===== config.mk =====
export PLATFORM = sky130hd
export DESIGN_NAME = stepper_trapezoid_ramp_top_flat
export DESIGN_NICKNAME = d
export VERILOG_FILES = /design/src/rtl/core/stpr_pkg.sv /design/src/rtl/core/stpr_req_if.sv /design/src/rtl/core/stpr_rsp_if.sv /design/src/rtl/core/stpr_ctrl.sv /design/src/rtl/core/stpr_dp.sv /design/src/rtl/core/stepper_trapezoid_ramp_top.sv /design/src/flat_wrapper.sv
export SDC_FILE = /design/constraint.sdc
export NUM_CORES = 2
export LEC_CHECK = 0
export BUFFER_PORTS_ARGS = -buffer_cell sky130_fd_sc_hd__buf_4
export CAP_MARGIN = 10
export CORE_MARGIN = 2
export CORE_UTILIZATION = 40
export DETAILED_ROUTE_END_ITERATION = 10
export GPL_TIMING_DRIVEN = 0
export PLACE_DENSITY = 0.59
export SLEW_MARGIN = 5
export SYNTH_ARGS = -nofsm -noshare
export SYNTH_HDL_FRONTEND = slang
export SYNTH_SLANG_ARGS = --single-unit
export TNS_END_PERCENT = 30

===== constraint.sdc =====
create_clock -name clk -period 7 [get_ports clk]
set_input_delay 1.4 -clock clk [delete_from_list [all_inputs] [get_ports clk]]
set_output_delay 1.4 -clock clk [all_outputs]
set_load 0.01 [all_outputs]

===== src/rtl/core/stpr_pkg.sv =====
// package of the stepper trapezoid ramp block: sizes, codes, control types
package stpr_pkg;

	localparam int LEVELS  = 32;
	localparam int LVL_W   = $clog2(LEVELS);
	localparam int MAX_RST = (LEVELS - 1 < 19) ? LEVELS - 1 : 19;

	localparam int KIND_W = 2;
	localparam int IDX_W  = 5;
	localparam int VAL_W  = 16;
	localparam int POS_W  = 32;

	localparam logic [VAL_W-1:0] VAL_MAX = 16'hFFFF;

	typedef enum logic [KIND_W-1:0] {
		K_LOAD = 2'd0,
		K_MOVE = 2'd1,
		K_TICK = 2'd2,
		K_STOP = 2'd3
	} kind_t;

	typedef enum logic [2:0] {
		PH_IDLE   = 3'd0,
		PH_UP     = 3'd1,
		PH_CRUISE = 3'd2,
		PH_DOWN   = 3'd3,
		PH_LAST   = 3'd4
	} phase_t;

	typedef enum logic [3:0] {
		S_IDLE,
		S_MV_CHK,
		S_MV_SUM,
		S_MV_FIN,
		S_TK_CHK,
		S_TK_A,
		S_TK_B,
		S_TK_P,
		S_TK_E,
		S_STOP,
		S_DONE
	} state_t;

	typedef enum logic [2:0] {
		RD_ZERO,
		RD_NEXT_K,
		RD_TK_A,
		RD_TK_B,
		RD_LVL
	} rd_sel_t;

	typedef struct packed {
		logic [VAL_W-1:0] period;
		logic [VAL_W-1:0] steps;
	} entry_t;

	typedef struct packed {
		rd_sel_t rd_sel;
		logic    take;
		logic    load_wr;
		logic    mv_chk;
		logic    sum_step;
		logic    mv_fin;
		logic    tk_chk;
		logic    tk_lat_a;
		logic    tk_lvl;
		logic    tk_fin;
		logic    stop_do;
		logic    out_load;
	} cmd_t;

	typedef struct packed {
		logic move_ok;
		logic k_last;
		logic active;
		logic out_free;
	} status_t;

endpackage


===== src/rtl/core/stpr_req_if.sv =====
// request channel of the stepper ramp block
interface stpr_req_if;
	logic                             valid;
	logic                             ready;
	logic [stpr_pkg::KIND_W-1:0]      kind;
	logic [stpr_pkg::IDX_W-1:0]       entry_index;
	logic [stpr_pkg::VAL_W-1:0]       entry_period;
	logic [stpr_pkg::VAL_W-1:0]       entry_steps;
	logic signed [stpr_pkg::POS_W-1:0] target_position;
	logic [stpr_pkg::IDX_W-1:0]       top_level;

	modport source (
		output valid, kind, entry_index, entry_period, entry_steps, target_position, top_level,
		input  ready
	);
	modport sink (
		input  valid, kind, entry_index, entry_period, entry_steps, target_position, top_level,
		output ready
	);
endinterface


===== src/rtl/core/stpr_rsp_if.sv =====
// result channel of the stepper ramp block
interface stpr_rsp_if;
	logic                              valid;
	logic                              ready;
	logic                              step_level;
	logic                              direction;
	logic                              driver_enabled;
	logic [stpr_pkg::VAL_W-1:0]        half_period;
	logic                              running;
	logic signed [stpr_pkg::POS_W-1:0] position;

	modport source (
		output valid, step_level, direction, driver_enabled, half_period, running, position,
		input  ready
	);
	modport sink (
		input  valid, step_level, direction, driver_enabled, half_period, running, position,
		output ready
	);
endinterface


===== src/rtl/core/stpr_ctrl.sv =====
// sequencer of the stepper ramp block: request decode and per-request step order
module stpr_ctrl (
	input  logic                        clk,
	input  logic                        arst_n,
	input  logic                        in_valid,
	input  logic [stpr_pkg::KIND_W-1:0] in_kind,
	input  stpr_pkg::status_t           st,
	output logic                        in_ready,
	output stpr_pkg::cmd_t              cmd
);

	stpr_pkg::state_t state_q;
	stpr_pkg::state_t state_d;

	always_ff @(posedge clk or negedge arst_n) begin
		if (!arst_n) begin
			state_q <= stpr_pkg::S_IDLE;
		end else begin
			state_q <= state_d;
		end
	end

	always_comb begin
		state_d = state_q;
		unique case (state_q)
			stpr_pkg::S_IDLE: begin
				if (in_valid) begin
					unique case (stpr_pkg::kind_t'(in_kind))
						stpr_pkg::K_LOAD: state_d = stpr_pkg::S_IDLE;
						stpr_pkg::K_MOVE: state_d = stpr_pkg::S_MV_CHK;
						stpr_pkg::K_TICK: state_d = stpr_pkg::S_TK_CHK;
						stpr_pkg::K_STOP: state_d = stpr_pkg::S_STOP;
					endcase
				end
			end
			stpr_pkg::S_MV_CHK: state_d = st.move_ok ? stpr_pkg::S_MV_SUM : stpr_pkg::S_DONE;
			stpr_pkg::S_MV_SUM: state_d = st.k_last ? stpr_pkg::S_MV_FIN : stpr_pkg::S_MV_SUM;
			stpr_pkg::S_MV_FIN: state_d = stpr_pkg::S_DONE;
			stpr_pkg::S_TK_CHK: state_d = st.active ? stpr_pkg::S_TK_A : stpr_pkg::S_DONE;
			stpr_pkg::S_TK_A:   state_d = stpr_pkg::S_TK_B;
			stpr_pkg::S_TK_B:   state_d = stpr_pkg::S_TK_P;
			stpr_pkg::S_TK_P:   state_d = stpr_pkg::S_TK_E;
			stpr_pkg::S_TK_E:   state_d = stpr_pkg::S_DONE;
			stpr_pkg::S_STOP:   state_d = stpr_pkg::S_DONE;
			stpr_pkg::S_DONE:   state_d = st.out_free ? stpr_pkg::S_IDLE : stpr_pkg::S_DONE;
			default:            state_d = stpr_pkg::S_IDLE;
		endcase
	end

	always_comb begin
		cmd      = '0;
		cmd.rd_sel = stpr_pkg::RD_ZERO;
		in_ready = 1'b0;
		unique case (state_q)
			stpr_pkg::S_IDLE: begin
				in_ready    = 1'b1;
				cmd.take    = in_valid;
				cmd.load_wr = in_valid && (stpr_pkg::kind_t'(in_kind) == stpr_pkg::K_LOAD);
			end
			stpr_pkg::S_MV_CHK: begin
				cmd.mv_chk = 1'b1;
				cmd.rd_sel = stpr_pkg::RD_ZERO;
			end
			stpr_pkg::S_MV_SUM: begin
				cmd.sum_step = 1'b1;
				cmd.rd_sel   = stpr_pkg::RD_NEXT_K;
			end
			stpr_pkg::S_MV_FIN: cmd.mv_fin = 1'b1;
			stpr_pkg::S_TK_CHK: begin
				cmd.tk_chk = 1'b1;
				cmd.rd_sel = stpr_pkg::RD_TK_A;
			end
			stpr_pkg::S_TK_A: begin
				cmd.tk_lat_a = 1'b1;
				cmd.rd_sel   = stpr_pkg::RD_TK_B;
			end
			stpr_pkg::S_TK_B:   cmd.tk_lvl = 1'b1;
			stpr_pkg::S_TK_P:   cmd.rd_sel = stpr_pkg::RD_LVL;
			stpr_pkg::S_TK_E:   cmd.tk_fin = 1'b1;
			stpr_pkg::S_STOP:   cmd.stop_do = 1'b1;
			stpr_pkg::S_DONE:   cmd.out_load = st.out_free;
			default: begin
			end
		endcase
	end

endmodule


===== src/rtl/core/stpr_dp.sv =====
// datapath of the stepper ramp block: level table, ramp counters, position, result register
module stpr_dp (
	input  logic                              clk,
	input  logic                              arst_n,
	input  stpr_pkg::cmd_t                    cmd,
	output stpr_pkg::status_t                 st,
	input  logic [stpr_pkg::IDX_W-1:0]        entry_index,
	input  logic [stpr_pkg::VAL_W-1:0]        entry_period,
	input  logic [stpr_pkg::VAL_W-1:0]        entry_steps,
	input  logic signed [stpr_pkg::POS_W-1:0] target_position,
	input  logic [stpr_pkg::IDX_W-1:0]        top_level,
	input  logic                              out_ready,
	output logic                              out_valid,
	output logic                              step_level,
	output logic                              direction,
	output logic                              driver_enabled,
	output logic [stpr_pkg::VAL_W-1:0]        half_period,
	output logic                              running,
	output logic signed [stpr_pkg::POS_W-1:0] position
);

	localparam int LW = stpr_pkg::LVL_W;
	localparam int VW = stpr_pkg::VAL_W;
	localparam int PW = stpr_pkg::POS_W;

	stpr_pkg::entry_t mem [stpr_pkg::LEVELS];
	stpr_pkg::entry_t rd_q;
	logic [LW-1:0]    rd_addr;
	logic [LW-1:0]    wr_addr;
	logic             idx_ok;

	logic signed [PW-1:0] tgt_q;
	logic [stpr_pkg::IDX_W-1:0] top_q;

	logic signed [PW-1:0] pos_q;
	logic                 sign_q;
	stpr_pkg::phase_t     phase_q;
	logic [VW-1:0]        sc_q;
	logic [VW-1:0]        ml_q;
	logic [VW-1:0]        mid_q;
	logic [VW-1:0]        ds_q;
	logic                 cruise_q;
	logic [PW-1:0]        nc_q;
	logic [LW-1:0]        lvl_q;
	logic [LW-1:0]        max_q;
	logic                 half_q;
	logic                 pin_q;
	logic [VW-1:0]        hp_q;
	logic [VW-1:0]        sum_q;
	logic [LW-1:0]        k_q;
	logic [VW-1:0]        a_q;
	logic                 out_valid_q;

	logic                 accel;
	logic                 busy;
	logic                 k_last;
	logic signed [PW:0]   diff;
	logic [PW:0]          span;
	logic [VW-1:0]        ml_new;
	logic [LW-1:0]        max_new;
	logic [VW:0]          sum_add;
	logic [VW:0]          two_sum;
	logic                 cruise_new;
	logic [VW-1:0]        mid_tri;
	logic [VW:0]          edge_cnt;
	logic [PW-1:0]        sc_ext;
	stpr_pkg::phase_t     phase_new;

	assign accel  = (phase_q == stpr_pkg::PH_UP) || (phase_q == stpr_pkg::PH_CRUISE);
	assign busy   = (phase_q != stpr_pkg::PH_IDLE);
	assign k_last = (k_q == max_q);
	assign sc_ext = PW'(sc_q);

	assign st.move_ok  = !busy && (pos_q != tgt_q);
	assign st.k_last   = k_last;
	assign st.active   = accel || (phase_q == stpr_pkg::PH_DOWN);
	assign st.out_free = !out_valid_q || out_ready;

	assign idx_ok  = (32'(entry_index) < stpr_pkg::LEVELS);
	assign wr_addr = LW'(entry_index);

	always_comb begin
		rd_addr = '0;
		unique case (cmd.rd_sel)
			stpr_pkg::RD_ZERO:   rd_addr = '0;
			stpr_pkg::RD_NEXT_K: rd_addr = k_last ? k_q : k_q + LW'(1);
			stpr_pkg::RD_TK_A: begin
				if (accel) begin
					if (lvl_q == '0 || lvl_q >= max_q) rd_addr = (lvl_q == '0) ? '0 : lvl_q;
					else rd_addr = lvl_q + LW'(1);
				end else begin
					if (lvl_q == max_q || lvl_q == '0) rd_addr = lvl_q;
					else rd_addr = lvl_q - LW'(1);
				end
			end
			stpr_pkg::RD_TK_B: begin
				if (accel) rd_addr = LW'(1);
				else rd_addr = (lvl_q == '0) ? '0 : lvl_q - LW'(1);
			end
			stpr_pkg::RD_LVL:    rd_addr = lvl_q;
			default:             rd_addr = '0;
		endcase
	end

	always_ff @(posedge clk) begin
		if (cmd.load_wr && idx_ok) begin
			mem[wr_addr] <= '{period: entry_period, steps: entry_steps};
		end
		rd_q <= mem[rd_addr];
	end

	always_ff @(posedge clk) begin
		if (cmd.take) begin
			tgt_q <= target_position;
			top_q <= top_level;
		end
	end

	// distance, direction and clamped top level of a new move, plus the sums for the ramp plan and tick edges
	always_comb begin
		diff = $signed({tgt_q[PW-1], tgt_q}) - $signed({pos_q[PW-1], pos_q});
		span = diff[PW] ? -diff : diff;
		ml_new = (span > (PW+1)'(stpr_pkg::VAL_MAX)) ? stpr_pkg::VAL_MAX : span[VW-1:0];
		if (32'(top_q) > stpr_pkg::LEVELS - 1) max_new = LW'(stpr_pkg::LEVELS - 1);
		else max_new = LW'(top_q);
		sum_add    = {1'b0, sum_q} + {1'b0, rd_q.steps};
		two_sum    = {sum_q, 1'b0};
		cruise_new = ({1'b0, ml_q} > two_sum);
		mid_tri    = (ml_q - VW'(1)) >> 1;
		edge_cnt   = {1'b0, ds_q} + {1'b0, a_q};
	end

	always_comb begin
		phase_new = phase_q;
		unique case (phase_q)
			stpr_pkg::PH_UP: begin
				if (sc_q == mid_q) phase_new = cruise_q ? stpr_pkg::PH_CRUISE : stpr_pkg::PH_DOWN;
			end
			stpr_pkg::PH_CRUISE: begin
				if (sc_q == ds_q) phase_new = stpr_pkg::PH_DOWN;
			end
			stpr_pkg::PH_DOWN: begin
				if (sc_q == ml_q) phase_new = stpr_pkg::PH_LAST;
			end
			default: phase_new = phase_q;
		endcase
	end

	always_ff @(posedge clk or negedge arst_n) begin
		if (!arst_n) begin
			pos_q    <= '0;
			sign_q   <= 1'b0;
			phase_q  <= stpr_pkg::PH_IDLE;
			sc_q     <= '0;
			ml_q     <= '0;
			mid_q    <= '0;
			ds_q     <= '0;
			cruise_q <= 1'b0;
			nc_q     <= '0;
			lvl_q    <= '0;
			max_q    <= LW'(stpr_pkg::MAX_RST);
			half_q   <= 1'b0;
			pin_q    <= 1'b1;
			hp_q     <= '0;
			sum_q    <= '0;
			k_q      <= '0;
			a_q      <= '0;
		end else begin
			if (cmd.mv_chk && st.move_ok) begin
				sign_q <= !diff[PW];
				ml_q   <= ml_new;
				max_q  <= max_new;
				sum_q  <= '0;
				k_q    <= '0;
			end
			if (cmd.sum_step) begin
				sum_q <= sum_add[VW] ? stpr_pkg::VAL_MAX : sum_add[VW-1:0];
				if (k_q == '0) hp_q <= rd_q.period;
				if (!k_last) k_q <= k_q + LW'(1);
			end
			if (cmd.mv_fin) begin
				cruise_q <= cruise_new;
				mid_q    <= cruise_new ? sum_q : mid_tri;
				ds_q     <= cruise_new ? ml_q - sum_q : mid_tri;
				sc_q     <= '0;
				nc_q     <= '0;
				lvl_q    <= '0;
				phase_q  <= stpr_pkg::PH_UP;
			end
			if (cmd.tk_chk && !st.active) begin
				phase_q <= stpr_pkg::PH_IDLE;
			end
			if (cmd.tk_lat_a) begin
				a_q <= rd_q.steps;
			end
			if (cmd.tk_lvl) begin
				if (accel) begin
					if (lvl_q >= max_q) begin
					end else if (lvl_q == '0) begin
						if (sc_q == a_q) begin
							nc_q  <= nc_q + PW'(a_q) + PW'(rd_q.steps);
							lvl_q <= LW'(1);
						end
					end else if (sc_ext == nc_q) begin
						lvl_q <= lvl_q + LW'(1);
						nc_q  <= nc_q + PW'(a_q);
					end
				end else begin
					if (lvl_q == '0) begin
					end else if (lvl_q == max_q) begin
						if ({1'b0, sc_q} == edge_cnt) begin
							nc_q  <= PW'(edge_cnt) + PW'(rd_q.steps);
							lvl_q <= lvl_q - LW'(1);
						end
					end else if (sc_ext == nc_q) begin
						lvl_q <= lvl_q - LW'(1);
						nc_q  <= nc_q + PW'(a_q);
					end
				end
			end
			if (cmd.tk_fin) begin
				hp_q    <= rd_q.period;
				phase_q <= phase_new;
				pin_q   <= !pin_q;
				half_q  <= !half_q;
				// position and step count advance on every other pin edge, when half_q is low
				if (phase_new != stpr_pkg::PH_LAST && !half_q) begin
					pos_q <= sign_q ? pos_q + PW'(1) : pos_q - PW'(1);
					sc_q  <= sc_q + VW'(1);
				end
			end
			if (cmd.stop_do && accel) begin
				sc_q    <= ds_q;
				phase_q <= stpr_pkg::PH_DOWN;
			end
		end
	end

	always_ff @(posedge clk or negedge arst_n) begin
		if (!arst_n) begin
			out_valid_q <= 1'b0;
		end else if (cmd.out_load) begin
			out_valid_q <= 1'b1;
		end else if (out_ready) begin
			out_valid_q <= 1'b0;
		end
	end

	always_ff @(posedge clk) begin
		if (cmd.out_load) begin
			step_level     <= pin_q;
			direction      <= sign_q;
			driver_enabled <= busy;
			half_period    <= hp_q;
			running        <= busy;
			position       <= pos_q;
		end
	end

	assign out_valid = out_valid_q;

endmodule


===== src/rtl/core/stepper_trapezoid_ramp_top.sv =====
// top level of the stepper trapezoid ramp generator
//
// req carries one request per handshake (valid and ready high at a rising edge):
// a table load, a move start, a timer tick or a stop. rsp carries one result
// for every move, tick and stop; table loads give none.
// a load is written to the table as it is taken and the next request can follow at once.
// a move sums the step counts of levels 0 to its top level through the single
// read port of the level table, one entry per cycle. a tick during a ramp
// makes three serial table reads before its result is ready.
// results land in an output register; the block takes the next request while
// a result waits there and stalls only if a second result is ready before the
// first is taken, so a stalled receiver drops nothing.
// after reset the position is zero, no move runs, the step pin is high and the
// level table holds no valid entries until loaded.
module stepper_trapezoid_ramp_top (
	input logic        clk,
	input logic        arst_n,
	stpr_req_if.sink   req,
	stpr_rsp_if.source rsp
);

	stpr_pkg::cmd_t    cmd;
	stpr_pkg::status_t st;

	stpr_ctrl u_ctrl (
		.clk      (clk),
		.arst_n   (arst_n),
		.in_valid (req.valid),
		.in_kind  (req.kind),
		.st       (st),
		.in_ready (req.ready),
		.cmd      (cmd)
	);

	stpr_dp u_dp (
		.clk             (clk),
		.arst_n          (arst_n),
		.cmd             (cmd),
		.st              (st),
		.entry_index     (req.entry_index),
		.entry_period    (req.entry_period),
		.entry_steps     (req.entry_steps),
		.target_position (req.target_position),
		.top_level       (req.top_level),
		.out_ready       (rsp.ready),
		.out_valid       (rsp.valid),
		.step_level      (rsp.step_level),
		.direction       (rsp.direction),
		.driver_enabled  (rsp.driver_enabled),
		.half_period     (rsp.half_period),
		.running         (rsp.running),
		.position        (rsp.position)
	);

endmodule

===== src/flat_wrapper.sv =====
// flat-port wrapper written by rule: the top's interface ports become plain ports
module stepper_trapezoid_ramp_top_flat 
  (clk, arst_n, req_valid, req_kind, req_entry_index, req_entry_period, req_entry_steps, req_target_position, req_top_level, req_ready, rsp_valid, rsp_step_level, rsp_direction, rsp_driver_enabled, rsp_half_period, rsp_running, rsp_position, rsp_ready);
  stpr_req_if req_i ();
  stpr_rsp_if rsp_i ();
  input logic clk;
  input logic arst_n;
  input wire logic [$bits(req_i.valid)-1:0] req_valid;
  input wire logic [$bits(req_i.kind)-1:0] req_kind;
  input wire logic [$bits(req_i.entry_index)-1:0] req_entry_index;
  input wire logic [$bits(req_i.entry_period)-1:0] req_entry_period;
  input wire logic [$bits(req_i.entry_steps)-1:0] req_entry_steps;
  input wire logic [$bits(req_i.target_position)-1:0] req_target_position;
  input wire logic [$bits(req_i.top_level)-1:0] req_top_level;
  output wire logic [$bits(req_i.ready)-1:0] req_ready;
  output wire logic [$bits(rsp_i.valid)-1:0] rsp_valid;
  output wire logic [$bits(rsp_i.step_level)-1:0] rsp_step_level;
  output wire logic [$bits(rsp_i.direction)-1:0] rsp_direction;
  output wire logic [$bits(rsp_i.driver_enabled)-1:0] rsp_driver_enabled;
  output wire logic [$bits(rsp_i.half_period)-1:0] rsp_half_period;
  output wire logic [$bits(rsp_i.running)-1:0] rsp_running;
  output wire logic [$bits(rsp_i.position)-1:0] rsp_position;
  input wire logic [$bits(rsp_i.ready)-1:0] rsp_ready;
  assign req_i.valid = req_valid;
  assign req_i.kind = req_kind;
  assign req_i.entry_index = req_entry_index;
  assign req_i.entry_period = req_entry_period;
  assign req_i.entry_steps = req_entry_steps;
  assign req_i.target_position = req_target_position;
  assign req_i.top_level = req_top_level;
  assign req_ready = req_i.ready;
  assign rsp_valid = rsp_i.valid;
  assign rsp_step_level = rsp_i.step_level;
  assign rsp_direction = rsp_i.direction;
  assign rsp_driver_enabled = rsp_i.driver_enabled;
  assign rsp_half_period = rsp_i.half_period;
  assign rsp_running = rsp_i.running;
  assign rsp_position = rsp_i.position;
  assign rsp_i.ready = rsp_ready;
  stepper_trapezoid_ramp_top u_core (.clk(clk), .arst_n(arst_n), .req(req_i), .rsp(rsp_i));
endmodule

== Word level (Yosys, flattened, before mapping) ==
Memory sizes are Yosys's and may differ from the RTL's. A register that Yosys moved wholly into a read port is not among the register bits.
Cells that the tools add are included.
Cells by class
  $add $sub $neg: 15
  order comparisons: 3
  eq/ne operators: 31
  multiplexer cells: 79
  reduce and logical (&&, ||, !) cells: 30
Operators by type and width (count)
  32-bit two-way mux: 11
  16-bit two-way mux: 13
  5-bit two-way mux: 21
  32-bit by 16-bit adder with 32-bit output: 2
  16-bit equality test: 4
  4-bit one-hot mux with 9 select lines: 1
  16-bit by 16-bit adder with 17-bit output: 2
  33-bit by 16-bit > comparator with 1-bit output, second input constant: 1
  33-bit two-way mux: 1
  33-bit negation: 1
  32-bit by 32-bit subtractor with 33-bit output: 1
  32-bit by 2-bit adder with 32-bit output, second input constant: 1
  16-bit by 32-bit equality test with 1-bit output: 1
  32-bit inequality test: 1
  32-bit by 2-bit subtractor with 32-bit output, second input constant: 1
  3-bit two-way mux: 7
  5-bit one-hot mux with 4 select lines: 1
  17-bit by 16-bit adder with 18-bit output: 1
  16-bit by 17-bit equality test with 1-bit output: 1
  16-bit by 17-bit > comparator with 1-bit output: 1
  16-bit by 1-bit adder with 16-bit output, second input constant: 1
  4-bit by 3-bit equality test with 1-bit output, second input constant: 4
  1-bit two-way mux: 16
  4-bit two-way mux: 4
  31 further kinds: 60
Storage, ports and cells
  register bits after elaboration: 291
  memory bits (writable): 1024
  input bits: 80
  output and inout bits: 54
  memories: 1
Memories
  u_core.u_dp.mem: words 32, width 32, rd ports 1, clocked after Yosys merged registers in 1, write ports 1, RTL line stpr_dp.sv:26  | stpr_pkg::entry_t mem [stpr_pkg::LEVELS];

== Logic depth before layout (Yosys ltp) ==
  depth after elaboration: 8
  mapped depth: 20
  mapped depth without buffers: 20

== Modules after synthesis ==
From an unflattened synthesis, not the netlist that was laid out.
Second synthesis, totals
  cell total of the unflattened synthesis: 5574
  area total of the unflattened synthesis: 65663.0 µm²
Modules (own cells, without submodules)
  stpr_dp: times used 1, cells an instance 5519, area an instance 65243.8 µm², sequential area each 39017.4 µm²
  stpr_ctrl: times used 1, cells an instance 55, area an instance 419.2 µm², sequential area each 100.1 µm²

== Worst setup path before layout ==
No wires, ideal clock.
  kind: input -> register
  from: in rsp_ready
  to: reg u_core.u_dp.direction (enable)
  setup time: 0.533 ns
  arrival time: 5.251 ns
  required time: 6.467 ns
  slack: 1.216 ns
  stages on the path: 2
  buffers on the path: 0
  path through: nand2b_1 nor3b_1
RTL lines
  start, declared: RTL line flat_wrapper.sv:23  | input wire logic [$bits(rsp_i.ready)-1:0] rsp_ready;
  end signal, assigned: RTL line stpr_dp.sv:252  | direction <= sign_q;
  end, declared: RTL line stpr_dp.sv:15  | output logic direction,

== Worst setup path in the final report ==
  from: reg u_core.u_dp.lvl_q[0]
  to: reg u_core.u_dp.rd_q[18] (netlist name)
Between the ends
  cells in the longest elaborated chain, start to end: 5
  elaborated cells between the ends (all ways): 14
RTL lines
  start, declared: RTL line stpr_dp.sv:44  | logic [LW-1:0] lvl_q;
  start signal, assigned: RTL line stpr_dp.sv:205  | lvl_q <= lvl_q + LW'(1);
  start signal, assigned: RTL line stpr_dp.sv:213  | lvl_q <= lvl_q - LW'(1);
  start signal, assigned: RTL line stpr_dp.sv:216  | lvl_q <= lvl_q - LW'(1);
  5-bit greater-or-equal comparator, or another cell as far along: RTL line stpr_dp.sv:89  | if (lvl_q == '0 || lvl_q >= max_q) rd_addr = (lvl_q == '0) ? '0 : lvl_q;
  1-bit logical OR, or another cell as far along: RTL line stpr_dp.sv:89
  5-bit two-way mux (on tied branches): RTL line stpr_dp.sv:89, stpr_dp.sv:92
  5-bit two-way mux: RTL line stpr_dp.sv:88  | if (accel) begin
  5-bit one-hot mux with 4 select lines *: RTL line stpr_dp.sv:84  | unique case (cmd.rd_sel)
Mark *: on every way between the ends. The rest lies on a longest branch, timed or not.
A chain may end at the register's enable or synchronous reset.

==> results_dict.tcl <==
set metrics [dict create \
    post-place-ws_ns -0.04154 \
    timing.fmax_ghz 0.1485 \
    cap_viol_max_count 0 \
    grt_max_degree 94 \
    reg2reg_to "u_core.u_dp.rd_q[18]$_DFF_P_" \
    yosysSeqAreaShare 0.5968 \
    tritoncts "yes" \
    reg2regPathDepth 17 \
    min_path_type "flip-flop to flip-flop" \
    ys_warn_count 0 \
    worstPathCellList "clkbuf_1 > inv_1 > ha_1 > nor3b_1 > nor2b_1 > nor2_1 > o21ai_0 > o2111a_1 > buf_2 > buf_2 > clkbuf_1 > buf_1 > nand2_1 > a311oi_1 > a31oi_1 > a21oi_1 > a21o_1" \
    nFillCells 14837 \
    fin_nets 6548 \
    syn_inst 5945 \
    final_cell_mix "1296 x nand2_1, 1112 x edfxtp_1, 350 x clkbuf_1, 342 x nand3_1, 264 x a21oi_1" \
    drt-initial-drc-count 5559 \
    slew_headroom 0.05498 \
    antenna_found_initial 12 \
    wl_per_cell_um 24.46 \
    drive_gt1_frac 0.08256 \
    wirelength_mm 209.7 \
    htreeDepth 4 \
    vdd_drop_max_v 0.0002877 \
    final_common_cell "nand2_1" \
    synth_flop_cell "edfxtp_1" \
    async_flop_share 0.1507 \
    routabilityCongestion 0.9775 \
    initial_core_util 0.4027 \
    ant_nets 0 \
    fin_crit_ns 6.736 \
    grt-ovfl-total 0 \
    p_leak_nw 27.83 \
    num_io_pins 134 \
    grt_pass1_wl_mm 308.5 \
    fp.dieW_um 408.8 \
    port_buffers 133 \
    worstReg2RegStart "u_core.u_dp.lvl_q[0]$_DFF_PN0_" \
    area_growth_pct 15.05 \
    clkSlewWorstSetupHoldPaths_ns 0.06 \
    outcome "finished, final reports clean" \
    cpPeakStageDelay_ns 0.75 \
    die_area_sq_mm 0.1671 \
    startpoint_type "flip-flop" \
    setup_ws_ns 0.2638 \
    slowest_stage "a21oi_1" \
    design.core.area_sq_mm 0.1628 \
    worst_ep_required_time_ns 7.70 \
    slew_violations 0 \
    remaining_drc_errors 0 \
    cts-root-buf "clkbuf_16" \
    synth_edf_count 1112 \
    clock_path_buffers 3 \
    crit_end "u_core.u_dp.rd_q[18]$_DFF_P_" \
    vias_per_cell 5.749 \
    syn_area_sq_mm 0.06555 \
    powerDensity_mw_per_mm2 475.1 \
    clk_latency_ns 0.81 \
    layoutNonFillerInstCount 8572 \
    post-route-period-util 0.9623 \
    synth_top_area_share 0.5094 \
    worstPathMaxFanout 10 \
    skew_ns 0.04353 \
    tightest_slew_ns 1.407 \
    rows 148 \
    first_pass_iters 6 \
    finalSetupViolCount 0 \
    cts_buffers 149 \
    grt_pass1_vias 47246 \
    hold_viol 0 \
    vias 49281 \
    fin_hold_ws_ns 0.4419 \
    endpoint_kind "flip-flop" \
    yosysTopAreaCell "edfxtp_1" \
    dpl.cell_count 8299 \
    ff2ff_setup_slack_ns 0.26 \
    synth.distinct_cells 103 \
    crit_start "u_core.u_dp.lvl_q[0]$_DFF_PN0_" \
    cp.arrival_ns 7.43 \
    clkSinkCount 1347 \
    track_usage 0.2465 \
    syn-num-nets 6217 \
    rsz0062_at_grt "no" \
    ys_ff_latch 1347 \
    dieHeight_um 408.8 \
    syn_area_per_cell_sq_um 11.03 \
    criticalPathCategory "flip-flop to flip-flop" \
    place_hpwl_mm 152.0 \
    fin_tns_setup_ns 0 \
    synth_area_leaders "edfxtp_1 51%, dfrtp_1 7.6%, nand2_1 7.4%" \
]
## cells by family (layout without fill, tap and decap cells)
group | count (synthesis) | in the layout | share of synthesized area
buffers and inverters | 490 | 940 | 0.02873
XOR/XNOR | 262 | 262 | 0.03564
AO/OA/AOI/OAI | 1267 | 1267 | 0.1333
flip-flops | 1347 | 1347 | 0.5968
multiplexers | 48 | 48 | 0.007998
other | 0 | 2 | 0
AND/OR/NAND/NOR | 2339 | 2339 | 0.1600
adder cells (fa/ha/maj) | 192 | 192 | 0.03757
## synthesized netlist by cell type, types with 100 or more instances
cell      count
nand3_1     342
nand2_1    1296
a311oi_1    197
xor2_1      100
inv_1       131
dfrtp_1     199
edfxtp_1   1112
and3_1      153
a31oi_1     101
clkbuf_1    312
o21ai_0     225
ha_1        184
xnor2_1     159
nor2_1      218
a21oi_1     264
## flip-flops by register name (all words and copies together), names as in the netlist, 32 cells and up
| register | cells |
|---|---|
| u_core.u_dp.mem | 1024 |
| u_core.u_dp.tgt_q | 32 |
| u_core.u_dp.position | 32 |
| u_core.u_dp.nc_q | 32 |
| u_core.u_dp.pos_q | 32 |
| u_core.u_dp.rd_q | 32 |
## stage by stage
stage / power [mW] / area, sq um / utilization
2_1_floorplan: 21.62 / 65550 / -
3_3_place_gp: 27.59 / 69270 / 0.4256
3_5_place_dp: 27.84 / 70580 / 0.4336
4_1_cts: 35.62 / 75380 / 0.4631
5_1_grt: 37.82 / 75410 / 0.4633
6_report: 35.83 / 75410 / 0.4633
## timing repair
item,4_1_cts,5_1_grt
hold buffers,0,0
endpoints found under the hold margin,0,0
buffers inserted,0,0
setup endpoints to repair,2,18
gates resized for setup,1,1
## power breakdown
part           switching (mW)  leakage [nW]  total (mW)  internal, mW
Clock                    3.34          2.32        7.71          4.37
Sequential              0.926          12.8        10.3          9.42
Combinational            11.8          12.7        17.8          5.95
## worst min path at each step
| stage | startpoint | to | slack [ns] | cells after the start |
|---|---|---|---|---|
| after floorplan | u_core.u_dp.max_new[0]$_DFFE_PP_ | u_core.u_dp.max_q[0]$_DFFE_PN1P_ | 0.42 | 2 |
| after global placement | u_core.u_dp.hp_q[4]$_DFFE_PN0P_ | u_core.u_dp.half_period[4]$_DFFE_PP_ | 0.43 | 0 |
| after detailed placement | u_core.u_dp.hp_q[1]$_DFFE_PN0P_ | u_core.u_dp.half_period[1]$_DFFE_PP_ | 0.43 | 0 |
| after CTS | arst_n | u_core.u_dp.pos_q[28]$_DFFE_PN0P_ | 0.40 | 1 |
| after global routing | arst_n | u_core.u_dp.pos_q[28]$_DFFE_PN0P_ | 0.43 | 1 |
| final | u_core.u_dp.hp_q[1]$_DFFE_PN0P_ | u_core.u_dp.half_period[1]$_DFFE_PP_ | 0.44 | 0 |
## area by class of cell
cell class	count	area (sq um)	share of cell area
repair buffers	180	2047	0.02714
clock buffers	193	3955	0.05244
flip-flops and latches	1347	39120	0.5187
diodes	2	5.005	0.00006636
clock inverters	77	845.8	0.01122
plain buffers	359	1393	0.01847
well taps	2175	2721	0.03609
inverters	131	491.7	0.006520
multi-input cells	4108	24840	0.3294
## routing by layer
| metal | GRT usage | vias up | wire length (um) |
|---|---|---|---|
| li1 | - | 22727 | - |
| met1 | 0.3453 | 24170 | 91060 |
| met2 | 0.3781 | 2014 | 92820 |
| met3 | 0.04280 | 366 | 16540 |
| met4 | 0.1017 | 4 | 9247 |
| met5 | 0 | - | 33 |
## worst max-delay path, delay by kind of cell (launching register included)
family | cells | cell delay, ns
flip-flops | 1 | 0.38
AO/OA/AOI/OAI | 6 | 2.50
buffers and inverters | 6 | 2.32
AND/OR/NAND/NOR | 4 | 1.07
adder cells (fa/ha/maj) | 1 | 0.36
Note: power is estimated with default switching activity, not from simulation.
